==> config.mk <==
export PLATFORM = sky130hd
export DESIGN_NAME = mfde_line
export DESIGN_NICKNAME = d
export VERILOG_FILES = /design/src/mfde_pkg.sv /design/src/mfde_line.sv
export SDC_FILE = /design/constraint.sdc
export NUM_CORES = 1
export LEC_CHECK = 0
export ABC_AREA = 1
export BUFFER_PORTS_ARGS = -buffer_cell sky130_fd_sc_hd__buf_2
export CAP_MARGIN = 0
export CORE_MARGIN = 4
export CORE_UTILIZATION = 39
export DETAILED_ROUTE_END_ITERATION = 8
export GPL_TIMING_DRIVEN = 0
export SLEW_MARGIN = 20
export SYNTH_ARGS = -nofsm -noshare
export SYNTH_HDL_FRONTEND = slang
export SYNTH_SLANG_ARGS = --single-unit
==> constraint.sdc <==
create_clock -name clock -period 3.9 [get_ports clock]
set_clock_uncertainty 0.05 [all_clocks]
set_input_delay 0.585 -clock clock [delete_from_list [all_inputs] [get_ports clock]]
set_output_delay 0.585 -clock clock [all_outputs]
set_load 0.1 [all_outputs]
==> src/mfde_pkg.sv <==
// shared constants, types and address helpers for the frame buffer draw engine
// no dependencies
package mfde_pkg;

   localparam int COLUMNS  = 128;
   localparam int PAGES    = 8;
   localparam int ROWS     = PAGES * 8;
   localparam int FB_DEPTH = COLUMNS * PAGES;
   localparam int FB_AW    = $clog2(FB_DEPTH);

   typedef logic [2:0] func_type;

   localparam func_type FUNC_LINE   = 3'd0;
   localparam func_type FUNC_RECT   = 3'd1;
   localparam func_type FUNC_FILL   = 3'd2;
   localparam func_type FUNC_CIRCLE = 3'd3;
   localparam func_type FUNC_CLEAR  = 3'd4;
   localparam func_type FUNC_READ   = 3'd5;

   typedef struct packed {
      logic load;
      logic step;
   } line_ctl_type;

   typedef struct packed {
      logic last;
   } line_sts_type;

   // byte address of the page byte holding pixel (x, y)
   function automatic logic [FB_AW-1:0] pix_addr(input logic [7:0] x, input logic [7:0] y);
      int a;
      a = int'(x) * PAGES + int'(y[7:3]);
      return FB_AW'(a);
   endfunction

   // pixel lies inside the visible area
   function automatic logic on_screen(input logic [7:0] x, input logic [7:0] y);
      return (int'(x) < COLUMNS) && (int'(y) < ROWS);
   endfunction

endpackage

==> src/mfde_line.sv <==
// dda line walker: holds cursor, error sums and point count
// depends on mfde_pkg
module mfde_line (
   input  logic                  clock,
   input  logic                  reset,
   input  mfde_pkg::line_ctl_type ctl,
   input  logic [7:0]            x1,
   input  logic [7:0]            y1,
   input  logic [7:0]            x2,
   input  logic [7:0]            y2,
   output logic [7:0]            cur_x,
   output logic [7:0]            cur_y,
   output mfde_pkg::line_sts_type sts
);
   import mfde_pkg::*;

   logic [7:0] cx_ff, cx_in, cy_ff, cy_in;
   logic [9:0] ex_ff, ex_in, ey_ff, ey_in;
   logic [7:0] dx_ff, dx_in, dy_ff, dy_in, dist_ff, dist_in, n_ff, n_in;
   logic       xneg_ff, xneg_in, yneg_ff, yneg_in;
   logic [9:0] ex_sum, ey_sum;

   // next walker state
   always_comb begin
      cx_in   = cx_ff;
      cy_in   = cy_ff;
      ex_in   = ex_ff;
      ey_in   = ey_ff;
      dx_in   = dx_ff;
      dy_in   = dy_ff;
      dist_in = dist_ff;
      n_in    = n_ff;
      xneg_in = xneg_ff;
      yneg_in = yneg_ff;
      ex_sum  = ex_ff + 10'(dx_ff);
      ey_sum  = ey_ff + 10'(dy_ff);
      if (ctl.load) begin
         xneg_in = x2 < x1;
         yneg_in = y2 < y1;
         dx_in   = (x2 < x1) ? x1 - x2 : x2 - x1;
         dy_in   = (y2 < y1) ? y1 - y2 : y2 - y1;
         dist_in = (dx_in > dy_in) ? dx_in : dy_in;
         cx_in   = x1;
         cy_in   = y1;
         ex_in   = '0;
         ey_in   = '0;
         n_in    = '0;
      end else if (ctl.step) begin
         ex_in = ex_sum;
         ey_in = ey_sum;
         if (ex_sum > 10'(dist_ff)) begin
            ex_in = ex_sum - 10'(dist_ff);
            cx_in = xneg_ff ? cx_ff - 8'd1 : cx_ff + 8'd1;
         end
         if (ey_sum > 10'(dist_ff)) begin
            ey_in = ey_sum - 10'(dist_ff);
            cy_in = yneg_ff ? cy_ff - 8'd1 : cy_ff + 8'd1;
         end
         n_in = n_ff + 8'd1;
      end
   end

   always_ff @(posedge clock) begin
      if (reset) begin
         cx_ff <= '0;
         cy_ff <= '0;
         ex_ff <= '0;
         ey_ff <= '0;
         n_ff  <= '0;
      end else begin
         cx_ff <= cx_in;
         cy_ff <= cy_in;
         ex_ff <= ex_in;
         ey_ff <= ey_in;
         n_ff  <= n_in;
      end
      dx_ff   <= dx_in;
      dy_ff   <= dy_in;
      dist_ff <= dist_in;
      xneg_ff <= xneg_in;
      yneg_ff <= yneg_in;
   end

   assign cur_x    = cx_ff;
   assign cur_y    = cy_ff;
   assign sts.last = n_ff == dist_ff;

endmodule
==> out/results.txt, run 1 <==
DRC: 0
Critical Path AT: 3.55 ns
syn_area_per_cell: 6.85 um2
Required @ worst endpoint: 3.94 ns
CTS tree: yes
starting DRC count in detailed routing: 396
core outline area: 17500 um2
register bit total from synthesis: 70
power per cell area: 784 nW/um2
CTS max path bufs: 2
vias in the first global route: 6186
status: finished clean
TritonCTS Buffers: 9
synthesized area: 7060 um2
Chip Width: 143 um
Fill cells: 1891
Slew @ Worst Pin: 0.675 ns
DR vias: 6610
Final setup viols: 0
Setup WS pre-CTS: -0.0405 ns
Seq/Total Area, Yosys: 0.235
Worst VDD drop: 386 uV
Main synth FF type: dfxtp_1
HPWL Detailed: 14.8 mm
drt total wl: 18.0 mm
clk root buf: clkbuf_16
min Tclk post-route: 3.52 ns
ANT cells: 0
detail-routed via count per cell: 4.99
Rows: 48
io pins: 53
Layout area overhead: 11.9%
share of cells above drive strength 1: 0.0974
Antenna Nets Post-Route: 0
area of the multi-input gates: 4630 um2
gr ovfl total: 0
port bufs: 50
Post-synth EDFFs: 26
FMAX: 284 MHz
Wirelength per Cell: 13.6 um
Mapped Nets: 1160
Async S/R FF share, synth: 0
GRT Overall Usage: 0.185
Initial DRT Pass Iterations: 5
die height: 143 um
CP endpoint kind: register
CTS clock-pin slew for the worst setup and hold paths: 0.06 ns
post-route core utilization: 0.450
max_slew headroom: 0.550
NumNets Final: 1224
TNS Setup: 0 ns
Leak Pwr: 4.11 nW
Setup CP Type: in2reg
Syn. warnings: 0
worst-skew pair later-pin latency: 0.34 ns
Cells after DPL: 1306
largest net degree at the start of global routing: 31
Critical Path Start Type: primary input
Finished Layout Cells: 1324
die area: 20300 um2
CP max FO: 10
first-pass GRT wire length: 30.3 mm
register area: 1660 um2
hold crit path type: reg2reg
Slew Viols, Final: 0
cells after synthesis: 1031
number of max-cap violations: 0
RSZ-0062 raised after global routing: false
antenna violations before repair: 0
Initial Util: 0.402
Final Cycle Share: 0.902
final hold vios: 0
synth unique cells: 47
H-tree Lvls: 3
setup slack after layout: 0.384 ns
total power: 6.19 mW
clk sinks: 70
Placer Congestion: 0.873
[cell usage in the layout, fill, tap and decap left out, drive strengths merged, types with 3 or more instances in the layout]
cell and instances:
fa 10, a21o 3, a21boi 3, nand3 102, o211ai 4, nor3 8
o21ai 43, nand2 264, a21oi 85, inv 172, buf 61, ha 83
xor2 32, xnor2 18, clkinv 3, dfxtp 44, edfxtp 26, nand4 28
nor2 58, a31oi 5, clkbuf 29, o21bai 5
[worst paths after layout]
path,slack (ns),to,cells after the start,start
max reg2reg,0.44,ey_ff[9]$_SDFFE_PP0P_,16,dy_ff[0]$_DFFE_PP_
min reg2reg,0.42,ex_ff[2]$_SDFFE_PP0P_,2,ex_ff[2]$_SDFFE_PP0P_
max,0.38,dist_ff[6]$_DFFE_PP_,21,x2[0]
min,0.42,ex_ff[2]$_SDFFE_PP0P_,2,ex_ff[2]$_SDFFE_PP0P_
[report_power, final]
part / switching, mW / internal [mW] / total, mW / leakage [nW]
sequential: 0.158 / 0.974 / 1.13 / 0.614
clock: 0.319 / 0.489 / 0.808 / 0.134
combinational: 2.79 / 1.46 / 4.25 / 3.36
[cell type report]
class | instances | share of cell area
buffer | 25 | 0.0154
clock buffer | 12 | 0.0299
clock inverter | 3 | 0.00491
inverter | 173 | 0.0824
multi-input combinational | 763 | 0.587
sequential | 70 | 0.210
tap | 225 | 0.0357
timing repair buffer | 53 | 0.0345
[kinds of logic (layout without fill, tap and decap cells)]
group / count (synthesis) / count (layout) / synth area share
xor+xnor: 50 / 50 / 0.0620
buf+inv: 198 / 266 / 0.109
compound gates: 155 / 155 / 0.121
simple gates: 465 / 465 / 0.296
fa+ha+maj: 93 / 93 / 0.176
flops: 70 / 70 / 0.235
[per-layer routing]
metal,vias up,routed length (um),global-route usage
met5,-,0,0
met4,0,238,0.0455
met3,13,704,0.0306
met2,133,8290,0.300
met1,2973,8810,0.256
li1,3491,-,-
[synth_stat cells (2+ instances only)]
cell type	number	area, um2
xor2_1	32	280
edfxtp_1	26	781
a31oi_1	4	25.0
nand2_1	251	942
fa_1	10	200
nor3_1	7	35.0
nand3b_1	2	15.0
clkbuf_1	16	60.1
nand4_1	27	169
o22ai_1	2	12.5
a21oi_1	85	425
buf_6	2	22.5
nand2_2	11	68.8
nand3_2	4	40.0
nand2_4	2	22.5
o21bai_1	5	37.5
nor2_2	2	12.5
nor2_4	3	33.8
dfxtp_1	44	881
o211ai_1	4	30.0
nand3_1	97	485
a21boi_1	2	15.0
o21a_1	2	15.0
inv_2	4	15.0
o21ai_0	39	195
a21o_1	3	22.5
ha_1	83	1040
nor2_1	53	199
o21ai_1	4	20.0
xnor2_1	18	158
buf_4	2	15.0
buf_2	3	15.0
inv_1	168	631
[critical path, stage by stage]
cell and delay, ns:
buf_2 0.10, inv_1 0.05, ha_1 0.13, inv_1 0.06, fa_1 0.41, and3_1 0.19, nor2_2 0.13, inv_2 0.07
a31oi_4 0.28, inv_2 0.11, o21ai_0 0.09, nand2_1 0.13, ha_1 0.32, nand2_1 0.06, o21ai_0 0.15, nand2_1 0.07
o211ai_1 0.10, nand2_2 0.13, inv_1 0.08, buf_2 0.18, o21ai_0 0.12
[flip-flops by register name, summed over array words and instances, names as in the netlist]
signal	cells
cur_x	8
cur_y	8
dist_ff	8
dx_ff	8
dy_ff	8
ex_ff	10
ey_ff	10
n_ff	8
xneg_ff	1
yneg_ff	1
[through the flow]
stage,hold WS [ns],area [um2]
after floorplan,0.400,7060
after global placement,0.408,7600
after detailed placement,0.415,7600
after CTS,0.424,7870
after global routing,0.442,7900
final,0.422,7900
[timing repair]
action | 4_1_cts | 5_1_grt
buffers inserted | 0 | 3
gates resized for setup | 0 | 1
setup endpoints to repair | 0 | 6
hold buffers | 0 | 0
No activity file was read; power rests on OpenSTA's default activity.
==> run 2, diff against run 1 <==
Settings changed: CORE_UTILIZATION 39 to 60, PLACE_DENSITY set to 0.8.
==> out/results.txt, run 2 (synthesis gave the netlist of run 1 again) <==
status: finished clean
io pins: 53
GRT Overall Usage: 0.262
Slew @ Worst Pin: 0.634 ns
max_slew headroom: 0.576
Final Cycle Share: 0.907
Initial Util: 0.615
H-tree Lvls: 3
Placer Congestion: 0.962
number of max-cap violations: 0
port bufs: 50
Leak Pwr: 4.14 nW
die area: 13600 um2
vias in the first global route: 6233
commonest non-fill, non-tap cell in the layout: nand2_1
Antenna Nets Post-Route: 0
Cells after DPL: 1224
Finished Layout Cells: 1244
drt total wl: 16.9 mm
RSZ-0062 raised after global routing: false
clk sinks: 70
Setup CP Type: in2reg
hold buffers post-CTS: 0
hold crit path type: reg2reg
DR vias: 6767
Final setup viols: 0
Rows: 39
CP endpoint kind: register
first-pass GRT wire length: 28.5 mm
clk root buf: clkbuf_16
Slew Viols, Final: 0
Worst VDD drop: 530 uV
worst-skew pair later-pin latency: 0.34 ns
antenna violations before repair: 0
TritonCTS Buffers: 9
Critical-path top delay cell: fa_1
Wirelength per Cell: 13.6 um
largest net degree at the start of global routing: 31
CTS clock-pin slew for the worst setup and hold paths: 0.06 ns
crit path cell chain: buf_2 -> inv_1 -> ha_1 -> inv_1 -> fa_1 -> and3_1 -> nor2_2 -> inv_2 -> a31oi_4 -> buf_4 -> nand2_1 -> nand2_1 -> inv_1 -> ha_1 -> nand2_1 -> nor2_1 -> nand2_1 -> o211ai_1 -> nand2_2 -> inv_1 -> buf_2 -> o21ai_0
NumNets Final: 1225
CTS max path bufs: 2
gr ovfl total: 0
ANT cells: 0
Layout area overhead: 11.1%
FMAX: 283 MHz
starting DRC count in detailed routing: 446
DRC: 0
Required @ worst endpoint: 3.92 ns
core outline area: 11500 um2
die height: 116 um
min Tclk post-route: 3.54 ns
CP max FO: 10
final hold slack: 0.428 ns
CP peak stage delay: 0.39 ns
Critical Path Start Type: primary input
detail-routed via count per cell: 5.44
Initial DRT Pass Iterations: 7
Critical Path AT: 3.56 ns
power per cell area: 798 nW/um2
most frequent cells in the layout: nand2_1 (250), inv_1 (168), nand3_1 (97)
CTS tree: yes
HPWL Detailed: 13.4 mm
final hold vios: 0
biggest regs: ex_ff (10), ey_ff (10)
share of cells above drive strength 1: 0.102
Chip Width: 116 um
[run 2: cell count changes in the layout (fill, tap and decap cells not counted), sizes merged]
cell    previous run  this run
clkbuf            29        27
clkinv             3         5
buf               61        62
bufinv             1         2
[run 2: worst paths after layout]
path	slack, ns	start	end	depth (start not counted)
worst min register to register	0.43	ex_ff[2]$_SDFFE_PP0P_	ex_ff[2]$_SDFFE_PP0P_	2
worst min-delay path	0.43	ex_ff[2]$_SDFFE_PP0P_	ex_ff[2]$_SDFFE_PP0P_	2
worst max register to register	0.48	dy_ff[0]$_DFFE_PP_	ey_ff[9]$_SDFFE_PP0P_	16
worst max-delay path	0.36	x2[0]	dist_ff[2]$_DFFE_PP_	22
[run 2: cell type report]
cell class,instances,area [um2]
inverter,173,651
timing repair buffer,54,280
clock inverter,6,87.6
fill,977,3620
clock buffer,10,229
tap,143,179
buffer,25,121
sequential,70,1660
multi-input combinational,763,4630
[run 2: routing by layer]
layer | global-route usage | share of wire | vias up
li1 | - | - | 3492
met1 | 0.351 | 0.46 | 3015
met2 | 0.430 | 0.45 | 225
met3 | 0.0482 | 0.059 | 35
met4 | 0.0835 | 0.027 | 0
met5 | 0 | 0 | -
[run 2: power breakdown]
part	total, mW	switching (mW)	internal (mW)
Clock	0.888	0.328	0.560
Sequential	1.13	0.155	0.974
Combinational	4.24	2.78	1.46
[run 2: timing repair]
item                                    in CTS  in global routing
endpoints found under the setup margin       0                  6
resized for setup                            0                  2
buffers inserted                             0                  4
[run 2: through the flow]
step	total power, mW	utilization	setup TNS [ns]	worst slack [ns]	cell area [um2]
2_1_floorplan	4.50	-	0	0.509	7060
3_3_place_gp	5.24	0.653	0	0.0372	7490
3_5_place_dp	5.29	0.653	-0.0314	-0.0194	7490
4_1_cts	6.21	0.681	0	0.337	7810
5_1_grt	6.87	0.684	0	0.0141	7840
6_report	6.26	0.684	0	0.364	7840
[run 2: worst max-delay path, delay by kind of cell]
family	cells	cell delay [ns]
AO/OA/AOI/OAI	3	0.47
buffers and inverters	8	0.82
AND/OR/NAND/NOR	8	0.84
adder cells (fa/ha/maj)	3	0.83
